### src/rtl/pfc_pkg.sv
// ---------------------------------------------------------------------------
// pfc_pkg: shared types, constants and the decision tree
// Field widths, header offsets, verdict codes, register indexes and the
// fixed tree classifier used by the packet filter.
// ---------------------------------------------------------------------------
package pfc_pkg;

	// defaults for the top-level parameters
	localparam int unsigned MAX_FRAME_BYTES_DEF = 65535;
	localparam int unsigned PORT_TABLE_SIZE_DEF = 4;

	// field widths
	localparam int unsigned BYTE_W     = 8;
	localparam int unsigned LEN_W      = 16;
	localparam int unsigned ETYPE_W    = 16;
	localparam int unsigned PROTO_W    = 8;
	localparam int unsigned ADDR_W     = 32;
	localparam int unsigned PORT_W     = 16;
	localparam int unsigned SCORE_W    = 40;
	localparam int unsigned REASON_W   = 3;
	localparam int unsigned COUNT_W    = 3;
	localparam int unsigned CFG_IDX_W  = 3;
	localparam int unsigned CFG_DATA_W = 32;
	localparam int unsigned WORDS_W    = 17;

	// header byte offsets, counted from the destination MAC
	localparam int unsigned POS_ETYPE_HI = 12;
	localparam int unsigned POS_ETYPE_LO = 13;
	localparam int unsigned POS_PROTO    = 23;
	localparam int unsigned POS_SADDR_LO = 26;
	localparam int unsigned POS_SADDR_HI = 29;
	localparam int unsigned POS_SPORT_HI = 34;
	localparam int unsigned POS_SPORT_LO = 35;
	localparam int unsigned POS_DPORT_LO = 36;
	localparam int unsigned POS_DPORT_HI = 37;

	// minimum lengths for each header layer
	localparam int unsigned MIN_ETH_LEN  = 14;
	localparam int unsigned MIN_IPV4_LEN = 34;
	localparam int unsigned MIN_UDP_LEN  = 42;
	localparam int unsigned MIN_TCP_LEN  = 54;

	localparam logic [ETYPE_W-1:0] ETHERTYPE_IPV4 = 16'h0800;
	localparam logic [PROTO_W-1:0] PROTO_TCP      = 8'd6;
	localparam logic [PROTO_W-1:0] PROTO_UDP      = 8'd17;
	localparam logic [PORT_W-1:0]  HTTP_PORT      = 16'd80;

	// verdict reason codes
	typedef enum logic [REASON_W-1:0] {
		RSN_HEADER       = 3'd0,
		RSN_BLOCKED_ADDR = 3'd1,
		RSN_SHORT_L4     = 3'd2,
		RSN_PORT_MISSING = 3'd3,
		RSN_BLOCKED_PORT = 3'd4,
		RSN_CLASS_DROP   = 3'd5,
		RSN_CLASS_PASS   = 3'd6
	} reason_t;

	// configuration register indexes
	typedef enum logic [CFG_IDX_W-1:0] {
		CFG_BLOCKED_ADDR = 3'd0,
		CFG_ADDR_EN      = 3'd1,
		CFG_PORT_COUNT   = 3'd2,
		CFG_PORT_A       = 3'd3,
		CFG_PORT_B       = 3'd4,
		CFG_PORT_C       = 3'd5,
		CFG_PORT_D       = 3'd6,
		CFG_CLASS_DROP   = 3'd7
	} cfg_idx_t;

	// captured header of one finished frame
	typedef struct packed {
		logic [LEN_W-1:0]   length;
		logic [ETYPE_W-1:0] ether_type;
		logic [PROTO_W-1:0] ip_protocol;
		logic [ADDR_W-1:0]  source_addr;
		logic [PORT_W-1:0]  source_port;
		logic [PORT_W-1:0]  dest_port_swapped;
	} hdr_t;

	// leaf scores of the tree
	typedef struct packed {
		logic [SCORE_W-1:0] keep;
		logic [SCORE_W-1:0] drop;
	} score_t;

	function automatic score_t mk_score(input logic [SCORE_W-1:0] a,
			input logic [SCORE_W-1:0] b);
		score_t s;
		s.keep = a;
		s.drop = b;
		return s;
	endfunction

	// fixed decision tree: w = length in 4-byte words, p = swapped dest
	// port, f = source port is 80
	function automatic score_t tree_score(input logic [WORDS_W-1:0] w,
			input logic [PORT_W-1:0] p, input logic f);
		score_t s;
		if (w <= 17'd2027) begin
			if (w <= 17'd149) begin
				if (p <= 16'd62531) begin
					if (!f) s = mk_score(40'd1000000000, 40'd0);
					else if (w <= 17'd37) begin
						if (p <= 16'd50853)
							s = mk_score(40'd843949044586, 40'd156050955414);
						else if (p <= 16'd56777)
							s = mk_score(40'd593541202673, 40'd406458797327);
						else
							s = mk_score(40'd785591766724, 40'd214408233276);
					end else s = mk_score(40'd258620689655, 40'd741379310345);
				end else s = mk_score(40'd238805970149, 40'd761194029851);
			end else if (w <= 17'd240) begin
				if (!f) s = mk_score(40'd1000000000, 40'd0);
				else if (p <= 16'd48860) s = mk_score(40'd1000000000, 40'd0);
				else s = mk_score(40'd325594563399, 40'd967440543601);
			end else if (p <= 16'd56648) begin
				if (p <= 16'd48860) s = mk_score(40'd1000000000, 40'd0);
				else if (w <= 17'd1099) begin
					if (w <= 17'd384) begin
						if (w <= 17'd383)
							s = mk_score(40'd483760683761, 40'd516239316239);
						else
							s = mk_score(40'd127462340672, 40'd987253765933);
					end else if (p <= 16'd55209)
						s = mk_score(40'd681118083286, 40'd318881916714);
					else
						s = mk_score(40'd247011952191, 40'd752988047809);
				end else if (w <= 17'd1151)
					s = mk_score(40'd416666666667, 40'd958333333333);
				else if (w <= 17'd1909)
					s = mk_score(40'd551794871795, 40'd448205128205);
				else
					s = mk_score(40'd451467268862, 40'd954853273138);
			end else if (w <= 17'd1934) begin
				if (w <= 17'd402) begin
					if (w <= 17'd383)
						s = mk_score(40'd880851063830, 40'd119148936170);
					else
						s = mk_score(40'd172413793103, 40'd827586206897);
				end else if (p <= 16'd57205) begin
					if (w <= 17'd961)
						s = mk_score(40'd878151260504, 40'd121848739496);
					else
						s = mk_score(40'd236842105263, 40'd763157894737);
				end else s = mk_score(40'd934684684685, 40'd653153153153);
			end else if (w <= 17'd1943)
				s = mk_score(40'd512820512820, 40'd994871794872);
			else
				s = mk_score(40'd100000000000, 40'd0);
		end else if (p <= 16'd56929) begin
			if (p <= 16'd55262) begin
				if (p <= 16'd49283)
					s = mk_score(40'd980337078652, 40'd196629213348);
				else if (w <= 17'd19375) begin
					if (w <= 17'd3037)
						s = mk_score(40'd829015544041, 40'd170984455959);
					else if (p <= 16'd49944)
						s = mk_score(40'd531468531469, 40'd468531468531);
					else if (p <= 16'd50370)
						s = mk_score(40'd949367088608, 40'd506329113924);
					else
						s = mk_score(40'd641937925814, 40'd358062074186);
				end else s = mk_score(40'd846780766096, 40'd153219233904);
			end else if (p <= 16'd56438)
				s = mk_score(40'd369127516779, 40'd963087248322);
			else
				s = mk_score(40'd752475247525, 40'd247524752475);
		end else if (p <= 16'd61905)
			s = mk_score(40'd987212276215, 40'd127877237851);
		else if (w <= 17'd68705)
			s = mk_score(40'd881294964029, 40'd118705035971);
		else
			s = mk_score(40'd198198198198, 40'd801801801802);
		return s;
	endfunction

endpackage

### src/rtl/pfc_in_if.sv
// ---------------------------------------------------------------------------
// pfc_in_if: frame byte stream
// One beat carries one frame byte and its end-of-frame mark.
// ---------------------------------------------------------------------------
interface pfc_in_if;
	import pfc_pkg::*;

	logic              valid;
	logic              ready;
	logic [BYTE_W-1:0] frame_byte;
	logic              last_byte;

	modport source (output valid, output frame_byte, output last_byte, input ready);
	modport sink   (input valid, input frame_byte, input last_byte, output ready);
endinterface

### src/rtl/pfc_out_if.sv
// ---------------------------------------------------------------------------
// pfc_out_if: verdict stream
// One beat carries the verdict of one frame and the tree scores.
// ---------------------------------------------------------------------------
interface pfc_out_if;
	import pfc_pkg::*;

	logic                valid;
	logic                ready;
	logic                drop;
	logic [REASON_W-1:0] reason;
	logic [SCORE_W-1:0]  score_keep;
	logic [SCORE_W-1:0]  score_drop;

	modport source (output valid, output drop, output reason, output score_keep,
		output score_drop, input ready);
	modport sink   (input valid, input drop, input reason, input score_keep,
		input score_drop, output ready);
endinterface

### src/rtl/pfc_hdr_capture.sv
// ---------------------------------------------------------------------------
// pfc_hdr_capture: header field capture and length count
// Pulls header fields out of the byte stream at fixed offsets, counts the
// frame length with saturation and hands the finished header on.
// ---------------------------------------------------------------------------
module pfc_hdr_capture #(
	parameter int unsigned MAX_FRAME_BYTES = pfc_pkg::MAX_FRAME_BYTES_DEF
) (
	input  logic                       clk,
	input  logic                       arst_n,
	input  logic                       take,
	input  logic [pfc_pkg::BYTE_W-1:0] frame_byte,
	input  logic                       last_byte,
	input  logic                       hdr_advance,
	output logic                       hdr_valid_s1,
	output pfc_pkg::hdr_t              hdr_s1
);
	import pfc_pkg::*;

	localparam int unsigned CNT_W = $clog2(MAX_FRAME_BYTES + 1);

	logic [CNT_W-1:0]   cnt_q, cnt_n;
	logic [ETYPE_W-1:0] etype_q, etype_n;
	logic [PROTO_W-1:0] proto_q, proto_n;
	logic [ADDR_W-1:0]  saddr_q, saddr_n;
	logic [PORT_W-1:0]  sport_q, sport_n;
	logic [PORT_W-1:0]  dport_q, dport_n;

	// field update for the byte at the current position
	always_comb begin
		etype_n = etype_q;
		proto_n = proto_q;
		saddr_n = saddr_q;
		sport_n = sport_q;
		dport_n = dport_q;
		if (cnt_q == CNT_W'(POS_ETYPE_HI)) etype_n[15:8] = frame_byte;
		else if (cnt_q == CNT_W'(POS_ETYPE_LO)) etype_n[7:0] = frame_byte;
		else if (cnt_q == CNT_W'(POS_PROTO)) proto_n = frame_byte;
		else if (cnt_q >= CNT_W'(POS_SADDR_LO) && cnt_q <= CNT_W'(POS_SADDR_HI))
			saddr_n = {saddr_q[ADDR_W-BYTE_W-1:0], frame_byte};
		else if (cnt_q == CNT_W'(POS_SPORT_HI)) sport_n[15:8] = frame_byte;
		else if (cnt_q == CNT_W'(POS_SPORT_LO)) sport_n[7:0] = frame_byte;
		else if (cnt_q == CNT_W'(POS_DPORT_LO)) dport_n[7:0] = frame_byte;
		else if (cnt_q == CNT_W'(POS_DPORT_HI)) dport_n[15:8] = frame_byte;
		// length saturates, later bytes are still taken
		cnt_n = (cnt_q < CNT_W'(MAX_FRAME_BYTES)) ? cnt_q + CNT_W'(1) : cnt_q;
	end

	// per-frame state, cleared after the last byte
	always_ff @(posedge clk or negedge arst_n) begin
		if (!arst_n) begin
			cnt_q   <= '0;
			etype_q <= '0;
			proto_q <= '0;
			saddr_q <= '0;
			sport_q <= '0;
			dport_q <= '0;
		end else if (take) begin
			if (last_byte) begin
				cnt_q   <= '0;
				etype_q <= '0;
				proto_q <= '0;
				saddr_q <= '0;
				sport_q <= '0;
				dport_q <= '0;
			end else begin
				cnt_q   <= cnt_n;
				etype_q <= etype_n;
				proto_q <= proto_n;
				saddr_q <= saddr_n;
				sport_q <= sport_n;
				dport_q <= dport_n;
			end
		end
	end

	// finished header register
	always_ff @(posedge clk or negedge arst_n) begin
		if (!arst_n) begin
			hdr_valid_s1 <= 1'b0;
		end else if (take && last_byte) begin
			hdr_valid_s1 <= 1'b1;
		end else if (hdr_advance) begin
			hdr_valid_s1 <= 1'b0;
		end
	end

	always_ff @(posedge clk) begin
		if (take && last_byte) begin
			hdr_s1.length            <= LEN_W'(cnt_n);
			hdr_s1.ether_type        <= etype_n;
			hdr_s1.ip_protocol       <= proto_n;
			hdr_s1.source_addr       <= saddr_n;
			hdr_s1.source_port       <= sport_n;
			hdr_s1.dest_port_swapped <= dport_n;
		end
	end

endmodule

### src/rtl/pfc_verdict.sv
// ---------------------------------------------------------------------------
// pfc_verdict: filter checks, tree classifier and result register
// Holds the configuration registers, runs the check chain on a finished
// header and registers the verdict for the output channel.
// ---------------------------------------------------------------------------
module pfc_verdict #(
	parameter int unsigned PORT_TABLE_SIZE = pfc_pkg::PORT_TABLE_SIZE_DEF
) (
	input  logic                           clk,
	input  logic                           arst_n,
	input  logic                           cfg_we,
	input  logic [pfc_pkg::CFG_IDX_W-1:0]  cfg_index,
	input  logic [pfc_pkg::CFG_DATA_W-1:0] cfg_data,
	input  logic                           hdr_valid_s1,
	input  pfc_pkg::hdr_t                  hdr_s1,
	output logic                           hdr_advance,
	pfc_out_if.source                      verdict_out
);
	import pfc_pkg::*;

	// configuration registers
	logic [ADDR_W-1:0]  blocked_addr_q;
	logic               addr_en_q;
	logic [COUNT_W-1:0] port_count_q;
	logic               class_drop_en_q;
	logic [PORT_W-1:0]  port_tbl_q [PORT_TABLE_SIZE];

	always_ff @(posedge clk or negedge arst_n) begin
		if (!arst_n) begin
			blocked_addr_q  <= '0;
			addr_en_q       <= 1'b0;
			port_count_q    <= '0;
			class_drop_en_q <= 1'b0;
		end else if (cfg_we) begin
			unique case (cfg_idx_t'(cfg_index))
				CFG_BLOCKED_ADDR: blocked_addr_q  <= cfg_data[ADDR_W-1:0];
				CFG_ADDR_EN:      addr_en_q       <= cfg_data[0];
				CFG_PORT_COUNT:   port_count_q    <= cfg_data[COUNT_W-1:0];
				CFG_CLASS_DROP:   class_drop_en_q <= cfg_data[0];
				default: ;
			endcase
		end
	end

	// port table, entry i at register index CFG_PORT_A + i
	always_ff @(posedge clk or negedge arst_n) begin
		if (!arst_n) begin
			for (int i = 0; i < int'(PORT_TABLE_SIZE); i++) port_tbl_q[i] <= '0;
		end else if (cfg_we) begin
			for (int i = 0; i < int'(PORT_TABLE_SIZE); i++) begin
				if (cfg_index == CFG_IDX_W'(int'(CFG_PORT_A) + i))
					port_tbl_q[i] <= cfg_data[PORT_W-1:0];
			end
		end
	end

	// check chain
	logic [COUNT_W-1:0] n_eff;
	logic               port_hit;
	logic               proto_ok;
	score_t             tree_s;
	logic               drop_c;
	reason_t            reason_c;
	score_t             score_c;

	always_comb begin
		n_eff = (port_count_q > COUNT_W'(PORT_TABLE_SIZE)) ?
			COUNT_W'(PORT_TABLE_SIZE) : port_count_q;
		port_hit = 1'b0;
		for (int i = 0; i < int'(PORT_TABLE_SIZE); i++) begin
			if (COUNT_W'(i) < n_eff && hdr_s1.source_port == port_tbl_q[i])
				port_hit = 1'b1;
		end
		proto_ok = (hdr_s1.ip_protocol == PROTO_TCP &&
				hdr_s1.length >= LEN_W'(MIN_TCP_LEN)) ||
			(hdr_s1.ip_protocol == PROTO_UDP &&
				hdr_s1.length >= LEN_W'(MIN_UDP_LEN));
		tree_s = tree_score({3'b000, hdr_s1.length[LEN_W-1:2]},
			hdr_s1.dest_port_swapped, hdr_s1.source_port == HTTP_PORT);

		drop_c   = 1'b0;
		reason_c = RSN_HEADER;
		score_c  = '0;
		priority if (hdr_s1.length < LEN_W'(MIN_ETH_LEN) ||
				hdr_s1.ether_type != ETHERTYPE_IPV4 ||
				hdr_s1.length < LEN_W'(MIN_IPV4_LEN) || !proto_ok) begin
			reason_c = RSN_HEADER;
		end else if (addr_en_q && hdr_s1.source_addr == blocked_addr_q) begin
			drop_c   = 1'b1;
			reason_c = RSN_BLOCKED_ADDR;
		end else if (hdr_s1.length < LEN_W'(MIN_TCP_LEN)) begin
			reason_c = RSN_SHORT_L4;
		end else if (port_hit) begin
			drop_c   = 1'b1;
			reason_c = RSN_BLOCKED_PORT;
		end else if (n_eff != '0 && n_eff < COUNT_W'(PORT_TABLE_SIZE)) begin
			reason_c = RSN_PORT_MISSING;
		end else begin
			score_c = tree_s;
			if (class_drop_en_q && tree_s.keep < tree_s.drop) begin
				drop_c   = 1'b1;
				reason_c = RSN_CLASS_DROP;
			end else begin
				reason_c = RSN_CLASS_PASS;
			end
		end
	end

	// result register
	logic                valid_q;
	logic                drop_q;
	logic [REASON_W-1:0] reason_q;
	logic [SCORE_W-1:0]  keep_q;
	logic [SCORE_W-1:0]  dropsc_q;

	assign hdr_advance = !valid_q || verdict_out.ready;

	always_ff @(posedge clk or negedge arst_n) begin
		if (!arst_n) begin
			valid_q <= 1'b0;
		end else if (hdr_advance) begin
			valid_q <= hdr_valid_s1;
		end
	end

	always_ff @(posedge clk) begin
		if (hdr_advance && hdr_valid_s1) begin
			drop_q   <= drop_c;
			reason_q <= reason_c;
			keep_q   <= score_c.keep;
			dropsc_q <= score_c.drop;
		end
	end

	assign verdict_out.valid      = valid_q;
	assign verdict_out.drop       = drop_q;
	assign verdict_out.reason     = reason_q;
	assign verdict_out.score_keep = keep_q;
	assign verdict_out.score_drop = dropsc_q;

endmodule

### src/rtl/packet_filter_tree_classifier_top.sv
// ---------------------------------------------------------------------------
// packet_filter_tree_classifier_top: byte-stream packet filter
// Captures header fields of an Ethernet frame, applies the address and port
// filters and scores passing frames with a fixed decision tree.
// ---------------------------------------------------------------------------
// Throughput: one frame byte per cycle; ready drops only while a verdict
//   waits on a stalled output and the header register behind it is full.
// Verdict path: the last byte's beat loads the header register, then check
//   and tree logic load the result register that drives the verdict.
// Reset: arst_n clears the byte count, captured fields, configuration
//   registers and both valid flags; no clearing pass is needed.
module packet_filter_tree_classifier_top #(
	parameter int unsigned MAX_FRAME_BYTES = pfc_pkg::MAX_FRAME_BYTES_DEF,
	parameter int unsigned PORT_TABLE_SIZE = pfc_pkg::PORT_TABLE_SIZE_DEF
) (
	input  logic                           clk,
	input  logic                           arst_n,
	input  logic                           cfg_we,
	input  logic [pfc_pkg::CFG_IDX_W-1:0]  cfg_index,
	input  logic [pfc_pkg::CFG_DATA_W-1:0] cfg_data,
	pfc_in_if.sink                         frame_in,
	pfc_out_if.source                      verdict_out
);
	import pfc_pkg::*;

	logic hdr_valid_s1;
	hdr_t hdr_s1;
	logic hdr_advance;
	logic take;

	// header register can load when empty or being drained this cycle
	assign frame_in.ready = !hdr_valid_s1 || hdr_advance;
	assign take           = frame_in.valid && frame_in.ready;

	pfc_hdr_capture #(
		.MAX_FRAME_BYTES(MAX_FRAME_BYTES)
	) u_capture (
		.clk          (clk),
		.arst_n       (arst_n),
		.take         (take),
		.frame_byte   (frame_in.frame_byte),
		.last_byte    (frame_in.last_byte),
		.hdr_advance  (hdr_advance),
		.hdr_valid_s1 (hdr_valid_s1),
		.hdr_s1       (hdr_s1)
	);

	pfc_verdict #(
		.PORT_TABLE_SIZE(PORT_TABLE_SIZE)
	) u_verdict (
		.clk          (clk),
		.arst_n       (arst_n),
		.cfg_we       (cfg_we),
		.cfg_index    (cfg_index),
		.cfg_data     (cfg_data),
		.hdr_valid_s1 (hdr_valid_s1),
		.hdr_s1       (hdr_s1),
		.hdr_advance  (hdr_advance),
		.verdict_out  (verdict_out)
	);

endmodule

### src/flat_wrapper.sv
// flat-port wrapper written by rule: the top's interface ports become plain ports
module packet_filter_tree_classifier_top_flat import pfc_pkg::*;
#(
	parameter int unsigned MAX_FRAME_BYTES = pfc_pkg::MAX_FRAME_BYTES_DEF,
	parameter int unsigned PORT_TABLE_SIZE = pfc_pkg::PORT_TABLE_SIZE_DEF
)
  (clk, arst_n, cfg_we, cfg_index, cfg_data, frame_in_valid, frame_in_frame_byte, frame_in_last_byte, frame_in_ready, verdict_out_valid, verdict_out_drop, verdict_out_reason, verdict_out_score_keep, verdict_out_score_drop, verdict_out_ready);
  pfc_in_if frame_in_i ();
  pfc_out_if verdict_out_i ();
  input  logic clk;
  input  logic arst_n;
  input  logic cfg_we;
  input  logic [pfc_pkg::CFG_IDX_W-1:0] cfg_index;
  input  logic [pfc_pkg::CFG_DATA_W-1:0] cfg_data;
  input wire logic [$bits(frame_in_i.valid)-1:0] frame_in_valid;
  input wire logic [$bits(frame_in_i.frame_byte)-1:0] frame_in_frame_byte;
  input wire logic [$bits(frame_in_i.last_byte)-1:0] frame_in_last_byte;
  output wire logic [$bits(frame_in_i.ready)-1:0] frame_in_ready;
  output wire logic [$bits(verdict_out_i.valid)-1:0] verdict_out_valid;
  output wire logic [$bits(verdict_out_i.drop)-1:0] verdict_out_drop;
  output wire logic [$bits(verdict_out_i.reason)-1:0] verdict_out_reason;
  output wire logic [$bits(verdict_out_i.score_keep)-1:0] verdict_out_score_keep;
  output wire logic [$bits(verdict_out_i.score_drop)-1:0] verdict_out_score_drop;
  input wire logic [$bits(verdict_out_i.ready)-1:0] verdict_out_ready;
  assign frame_in_i.valid = frame_in_valid;
  assign frame_in_i.frame_byte = frame_in_frame_byte;
  assign frame_in_i.last_byte = frame_in_last_byte;
  assign frame_in_ready = frame_in_i.ready;
  assign verdict_out_valid = verdict_out_i.valid;
  assign verdict_out_drop = verdict_out_i.drop;
  assign verdict_out_reason = verdict_out_i.reason;
  assign verdict_out_score_keep = verdict_out_i.score_keep;
  assign verdict_out_score_drop = verdict_out_i.score_drop;
  assign verdict_out_i.ready = verdict_out_ready;
  packet_filter_tree_classifier_top #(.MAX_FRAME_BYTES(MAX_FRAME_BYTES), .PORT_TABLE_SIZE(PORT_TABLE_SIZE)) u_core (.clk(clk), .arst_n(arst_n), .cfg_we(cfg_we), .cfg_index(cfg_index), .cfg_data(cfg_data), .frame_in(frame_in_i), .verdict_out(verdict_out_i));
endmodule
### config.mk
export PLATFORM = sky130hd
export DESIGN_NAME = packet_filter_tree_classifier_top_flat
export DESIGN_NICKNAME = d
export VERILOG_FILES = /design/src/rtl/pfc_pkg.sv /design/src/rtl/pfc_in_if.sv /design/src/rtl/pfc_out_if.sv /design/src/rtl/pfc_hdr_capture.sv /design/src/rtl/pfc_verdict.sv /design/src/rtl/packet_filter_tree_classifier_top.sv /design/src/flat_wrapper.sv
export SDC_FILE = /design/constraint.sdc
export NUM_CORES = 1
export LEC_CHECK = 0
export BUFFER_PORTS_ARGS = -buffer_cell sky130_fd_sc_hd__clkbuf_2
export CORE_ASPECT_RATIO = 1.75
export CORE_MARGIN = 5
export CORE_UTILIZATION = 52
export DETAILED_ROUTE_END_ITERATION = 10
export PLACE_DENSITY = 0.7
export SYNTH_ARGS = -nofsm -noshare
export SYNTH_HDL_FRONTEND = slang
export SYNTH_SLANG_ARGS = --single-unit
### constraint.sdc
create_clock -name clk -period 8.2 [get_ports clk]
set_input_delay 0.41 -clock clk [delete_from_list [all_inputs] [get_ports clk]]
set_output_delay 0.41 -clock clk [all_outputs]
set_load 0.01 [all_outputs]
Word level (Yosys, flattened, before mapping):

Index checks and enable logic that the tools add are counted.

* add/sub/neg operators: 1
* $mul: 0
* div/mod/pow operators: 0
* magnitude comparators: 44
* eq/ne operators: 23
* shift operators: 0
* multiplexer cells: 83
* bitwise gates (word level): 0
* reductions and logical operators: 36

Operators by type and width (number)
* $mux 80: 26
* $mux 79: 6
* $mux 16: 15
* $le 16x16->1 const B: 14
* $mux 32: 5
* $mux 8: 13
* $le 14x11->1 const B: 6
* $mux 78: 1
* $eq 16x16->1: 4
* $eq 16x6->1 const B: 4
* $le 14x9->1 const B: 3
* $lt 40x40->1: 1
* $eq 16x4->1 const B: 2
* $eq 32x32->1: 1
* $ge 16x6->1 const B: 2
* $lt 16x6->1 const B: 2
* $le 14x8->1 const B: 2
* $le 14x17->1 const B: 1
* $add 16x1->16 const B: 1
* $eq 16x5->1 const B: 1
* $eq 16x7->1 const B: 1
* $ge 16x5->1 const B: 1
* $le 16x5->1 const B: 1
* $lt 16x16->1 const B: 1
* other kinds (27): 73

* register bits after elaboration: 395
* bits in latches: 0
* RAM bits: 0
* memory bits (read-only): 0
* bits of input ports: 49
* output and inout bits: 86
* logic and storage cells: 215
* memories: 0

Depth between registers and ports, before layout:

* depth in word-level cells: 16
* depth in mapped cells: 22
* depth with buffers taken out: 19

Hierarchy:

From an unflattened synthesis, not the netlist that was laid out.

* cells, all modules: 2356
* area, all modules: 23304.9 sq um

Modules (own cells, without submodules)
* pfc_verdict: instances 1, cells each 1469, area an instance 13387.8 sq um, sequential area each 5074.9 sq um
* pfc_hdr_capture: instances 1, cells each 885, area an instance 9894.5 sq um, sequential area each 5750.5 sq um
* packet_filter_tree_classifier_top: instances 1, cells each 2, area an instance 22.5 sq um, sequential area each 0.0 sq um

Worst setup path after synthesis:

No wires, ideal clock.

* path type: reg2reg
* start: register u_core.u_verdict.valid_q, in the netlist u_core.u_verdict.verdict_out.valid
* end: register, netlist name u_core.u_capture.hdr_s1[0]
* library setup time: 0.566 ns
* arrival: 5.418 ns
* required time: 7.634 ns
* path slack: 2.216 ns
* stages on the path, launching flop included: 6
* path buffers: 2
* clock period less this slack: 5.984 ns
* path through: dfrtp_1 nand3b_1 nand2_1 clkbuf_1 clkbuf_1 nor2_1

* word-level cells in the longest chain between the ends: 5

RTL lines
* start, declared: line pfc_verdict.sv:110 `logic valid_q;`
* start signal, assigned: line pfc_verdict.sv:122 `valid_q <= hdr_valid_s1;`
* $logic_not 1->1: line pfc_verdict.sv:116 `assign hdr_advance = !valid_q || verdict_out.ready;`
* $logic_or 1x1->1: line pfc_verdict.sv:116
* $logic_or 1x1->1: line packet_filter_tree_classifier_top.sv:32 `assign frame_in.ready = !hdr_valid_s1 || hdr_advance;`
* named net frame_in_ready: line flat_wrapper.sv:18 `output wire logic [$bits(frame_in_i.ready)-1:0] frame_in_ready;`
* $logic_and 1x1->1: line packet_filter_tree_classifier_top.sv:33 `assign take = frame_in.valid && frame_in.ready;`
* $logic_and 1x1->1: line pfc_hdr_capture.sv:89 `if (take && last_byte) begin`

The timed path passes the listed nets, and every way through them passes these cells.
A chain may end at the register's enable or synchronous reset.

==> results.txt <==
----------------------------------------------------
[Outcome]
  Result of the run ... complete, but fails checks
  Violated checks ... hold timing

[Yosys]
  Post-synth top flop ... sky130_fd_sc_hd__dfrtp_1
  Flops & latches, synth ... 394
  Post-synthesis area per instance ... 10.8 sq um
  Gate Count Post-Synth ... 2,015
  Total nets after synthesis ... 2,107
  Area of the mapped netlist ... 0.0218 sq mm
  Number of flops mapped to enable cells by yosys ... 187
  Cell variety after synth ... 98
  Synthesis warning total ... 0
  Fraction of the yosys area taken by sequential cells ... 49.5%
  Share of flip-flops with an asynchronous set or reset ... 52.5%

[Pwr]
  Max VDD drop ... 0.218 mV
  Lkg Pwr ... 9.45 nW
  Pwr/cell area ... 211 mW/mm^2

[Placed design]
  Total cell area at the placement stage ... 0.0228 sq mm
  # port buffers ... 134
  Global placer's final weighted congestion ... 1.07
  HPWL reported at the end of detailed placement ... 62,400 um
  Setup WS pre-CTS ... 1.79 ns

[Clock network]
  TritonCTS Sinks ... 394
  H-tree Lvls ... 2
  Clock buffers created by TritonCTS ... 35
  Setup bufs post-CTS ... 0
  Clock-pin slew on the worst setup and hold paths ... 0.07 ns
  Buffer cell driving the clock tree root ... sky130_fd_sc_hd__clkbuf_16
  # hold bufs at CTS ... 0
  Max clock buf depth ... 3
  Clock tree from TritonCTS ... yes
  # resized after CTS ... 0
  Clock latency on the worst-skew pair ... 0.56 ns

[Job]
  Max-cap violation count ... 0

[Worst setup path]
  Nature of the critical path startpoint ... register
  CP Max Fanout ... 20
  Data required time of the critical path ... 8.48 ns
  Path type of the worst setup path ... reg -> reg
  Critical path endpoint category ... register
  Arrival @ worst endpoint ... 7.07 ns
  Depth of the worst register-to-register path ... 19

[Floorplan]
  Y dimension of the die ... 281 um
  Total number of placement rows ... 99
  Area of the core ... 0.0416 sq mm
  Total die area ... 0.0463 sq mm
  I/O pin count ... 135
  Initial core utilization ... 52.4%
  Floorplan die width ... 165 um

[Layout]
  Final Core Density ... 57.7%
  FILL cells ... 3,547
  Finished Cell Area ... 0.0240 sq mm
  Reg area ... 0.0108 sq mm
  Area grow syn2layout ... 10.1%
  Fin nets ... 2,168
  Area used by multi-input combinational logic ... 0.0104 sq mm
  Share of post-route cells with drive strength above 1 ... 22.0%

[STA]
  Min setup slack post-route ... 1.41 ns
  Final Hold Fails ... 27
  Final setup violation count ... 0
  Setup repair after global routing missed its margin ... false
  Final Hold Slack ... -0.0461 ns
  Min Clock Period, post-route ... 6.79 ns
  Final slew viol count ... 0
  TNS Setup ... 0 ns
  Headroom to the max-slew limit ... 1.86%
  Maximum frequency from static timing analysis ... 147 MHz
  Slew of the pin with the lowest slew margin ... 1.46 ns
  Part of the cycle the worst path needs ... 82.8%
  Max Clock Skew ... 0.0202 ns

[Drt]
  Drc violations ... 0
  WL/cell ... 32.2 um
  Initial detailed-routing violation count ... 1,871
  First-pass detailed-route iteration total ... 5
  Mean number of vias per cell ... 6.71
  DRT Wirelength ... 85,600 um
  Vias after detailed routing ... 17,847
  Number of routed nets with antenna violations ... 0

[Min path]
  Worst min-delay path class ... in -> async

[Global routing]
  Number of antenna violations at the first check in global routing ... 1
  Overflow after GRT ... 0
  Pin count of the biggest net entering global routing ... 121
  Number of global-route vias before repair ... 17,850
  GRT Total Usage ... 37.0%
  Wire length of the first global-routing pass ... 124,000 um

----------------------------------------------------
[cell type report]
class | count | share of cell area, %
sequential | 394 | 45.0
multi-input combinational | 1472 | 43.5
clock buffer | 42 | 3.80
timing repair buffer | 160 | 3.67
tap | 555 | 2.89
clock inverter | 21 | 0.974
inverter | 13 | 0.203
antenna | 2 | 0.0208
[final timing paths]
check	startpoint	end	slack [ns]
max in group asynchronous	arst_n	u_core.u_verdict.blocked_addr_q[5]	6.44
hold reg to reg	u_core.u_capture.saddr_q[27]	u_core.u_capture.saddr_q[27]	0.50
setup reg to reg	u_core.u_capture.hdr_s1[7]	u_core.u_verdict.verdict_out.drop	1.41
hold / removal	arst_n	u_core.u_capture.etype_q[14]	-0.05
setup / recovery	u_core.u_capture.hdr_s1[7]	u_core.u_verdict.verdict_out.drop	1.41
min in group clk	cfg_data[30]	u_core.u_verdict.blocked_addr_q[30]	0.09
[flip-flops by register name (all words and copies together), names as in the netlist]
| register | cells |
|---|---|
| u_core.u_verdict.port_count_q | 3 |
| u_core.u_capture.etype_q | 16 |
| u_core.u_verdict.verdict_out.score_drop | 40 |
| u_core.u_capture.hdr_valid_s1 | 1 |
| u_core.u_verdict.verdict_out.score_keep | 40 |
| u_core.u_capture.dport_q | 16 |
| u_core.u_verdict.blocked_addr_q | 32 |
| u_core.u_capture.saddr_q | 32 |
| u_core.u_verdict.port_tbl_q | 64 |
| u_core.u_capture.cnt_q | 16 |
| u_core.u_verdict.verdict_out.valid | 1 |
| u_core.u_capture.sport_q | 16 |
| u_core.u_verdict.verdict_out.reason | 3 |
| u_core.u_capture.proto_q | 8 |
| u_core.u_verdict.class_drop_en_q | 1 |
| u_core.u_capture.hdr_s1 | 103 |
| u_core.u_verdict.addr_en_q | 1 |
| u_core.u_verdict.verdict_out.drop | 1 |
[synthesized netlist by cell type, types with 26 or more instances]
| library cell | number | share of area [%] |
|---|---|---|
| sky130_fd_sc_hd__a31oi_1 | 26 | 0.75 |
| sky130_fd_sc_hd__nand2_1 | 134 | 2.3 |
| sky130_fd_sc_hd__ha_1 | 43 | 2.5 |
| sky130_fd_sc_hd__buf_2 | 32 | 0.73 |
| sky130_fd_sc_hd__nor3_1 | 26 | 0.60 |
| sky130_fd_sc_hd__nand4_1 | 37 | 1.1 |
| sky130_fd_sc_hd__o21ai_0 | 130 | 3.0 |
| sky130_fd_sc_hd__dfrtp_1 | 207 | 24 |
| sky130_fd_sc_hd__mux2_2 | 186 | 9.6 |
| sky130_fd_sc_hd__xor2_1 | 38 | 1.5 |
| sky130_fd_sc_hd__a21oi_1 | 117 | 2.7 |
| sky130_fd_sc_hd__xnor2_1 | 69 | 2.8 |
| sky130_fd_sc_hd__a22o_1 | 76 | 3.1 |
| sky130_fd_sc_hd__edfxtp_1 | 187 | 26 |
| sky130_fd_sc_hd__nor2_1 | 156 | 2.7 |
| sky130_fd_sc_hd__clkbuf_1 | 94 | 1.6 |
| sky130_fd_sc_hd__nand3_1 | 45 | 1.0 |
[kinds of logic after synthesis]
logic type	Yosys count	synth area share (%)
and+or+nand+nor	568	13.4
AOI/OAI and AO/OA	564	17.7
DFF	394	49.5
muxes	190	9.81
buffers and inverters	149	2.82
xor gates and xnor gates	107	4.30
adders and majority gates	43	2.47
[cell usage in the layout, fill, tap and decap left out, drive strengths merged, types with 20 or more instances in the layout]
cell	instances
a21oi	121
nand2	137
nor3	28
ha	43
xnor2	69
edfxtp	187
xor2	38
a22oi	20
buf	25
o211ai	20
nor2	160
nor4	25
a31oi	28
mux2	190
nand4	37
dfrtp	207
o21ai	140
a211oi	27
nor2b	20
nand3	46
a22o	76
clkbuf	177
[where the power goes]
group / switching, mW / internal, mW
Clock: 0.769 / 0.906
Combinational: 0.587 / 0.364
Sequential: 0.171 / 2.27
[per-layer routing]
layer | global-route usage (%) | up-vias | part of all wire (%)
met1 | 39.1 | 8802 | 33
met3 | 7.62 | 325 | 6.9
met2 | 62.6 | 979 | 50
met4 | 30.3 | 2 | 11
met5 | 0 | - | 0.015
li1 | - | 7739 | -
[worst max-delay path, cell delays in order (launching register included)]
cell and delay (ns):
sky130_fd_sc_hd__edfxtp_1 0.71, sky130_fd_sc_hd__and2_1 0.33, sky130_fd_sc_hd__nor3b_1 0.61, sky130_fd_sc_hd__o21a_1 0.24, sky130_fd_sc_hd__and2_1 0.12, sky130_fd_sc_hd__buf_4 0.26
sky130_fd_sc_hd__nand2_1 0.18, sky130_fd_sc_hd__o21ai_1 0.94, sky130_fd_sc_hd__o21ai_0 0.45, sky130_fd_sc_hd__o211ai_1 0.26, sky130_fd_sc_hd__nand2_1 0.10, sky130_fd_sc_hd__ha_1 0.28
sky130_fd_sc_hd__and4_1 0.21, sky130_fd_sc_hd__nor4bb_1 0.79, sky130_fd_sc_hd__nand3_1 0.20, sky130_fd_sc_hd__a311oi_1 0.29, sky130_fd_sc_hd__o31ai_2 0.12, sky130_fd_sc_hd__o211ai_2 0.14
sky130_fd_sc_hd__o21ai_2 0.10, sky130_fd_sc_hd__o2bb2ai_1 0.17
[through the flow]
stage	total power, mW	hold slack [ns]	instances
global placement	3.35	0.467	2593
floorplan	3.02	0.114	2015
finish	5.07	-0.0461	2659
global route	5.25	0.0630	2657
CTS	5.05	0.0299	2656
detailed placement	3.38	0.486	2593
Power figures use the tool's default switching activity.
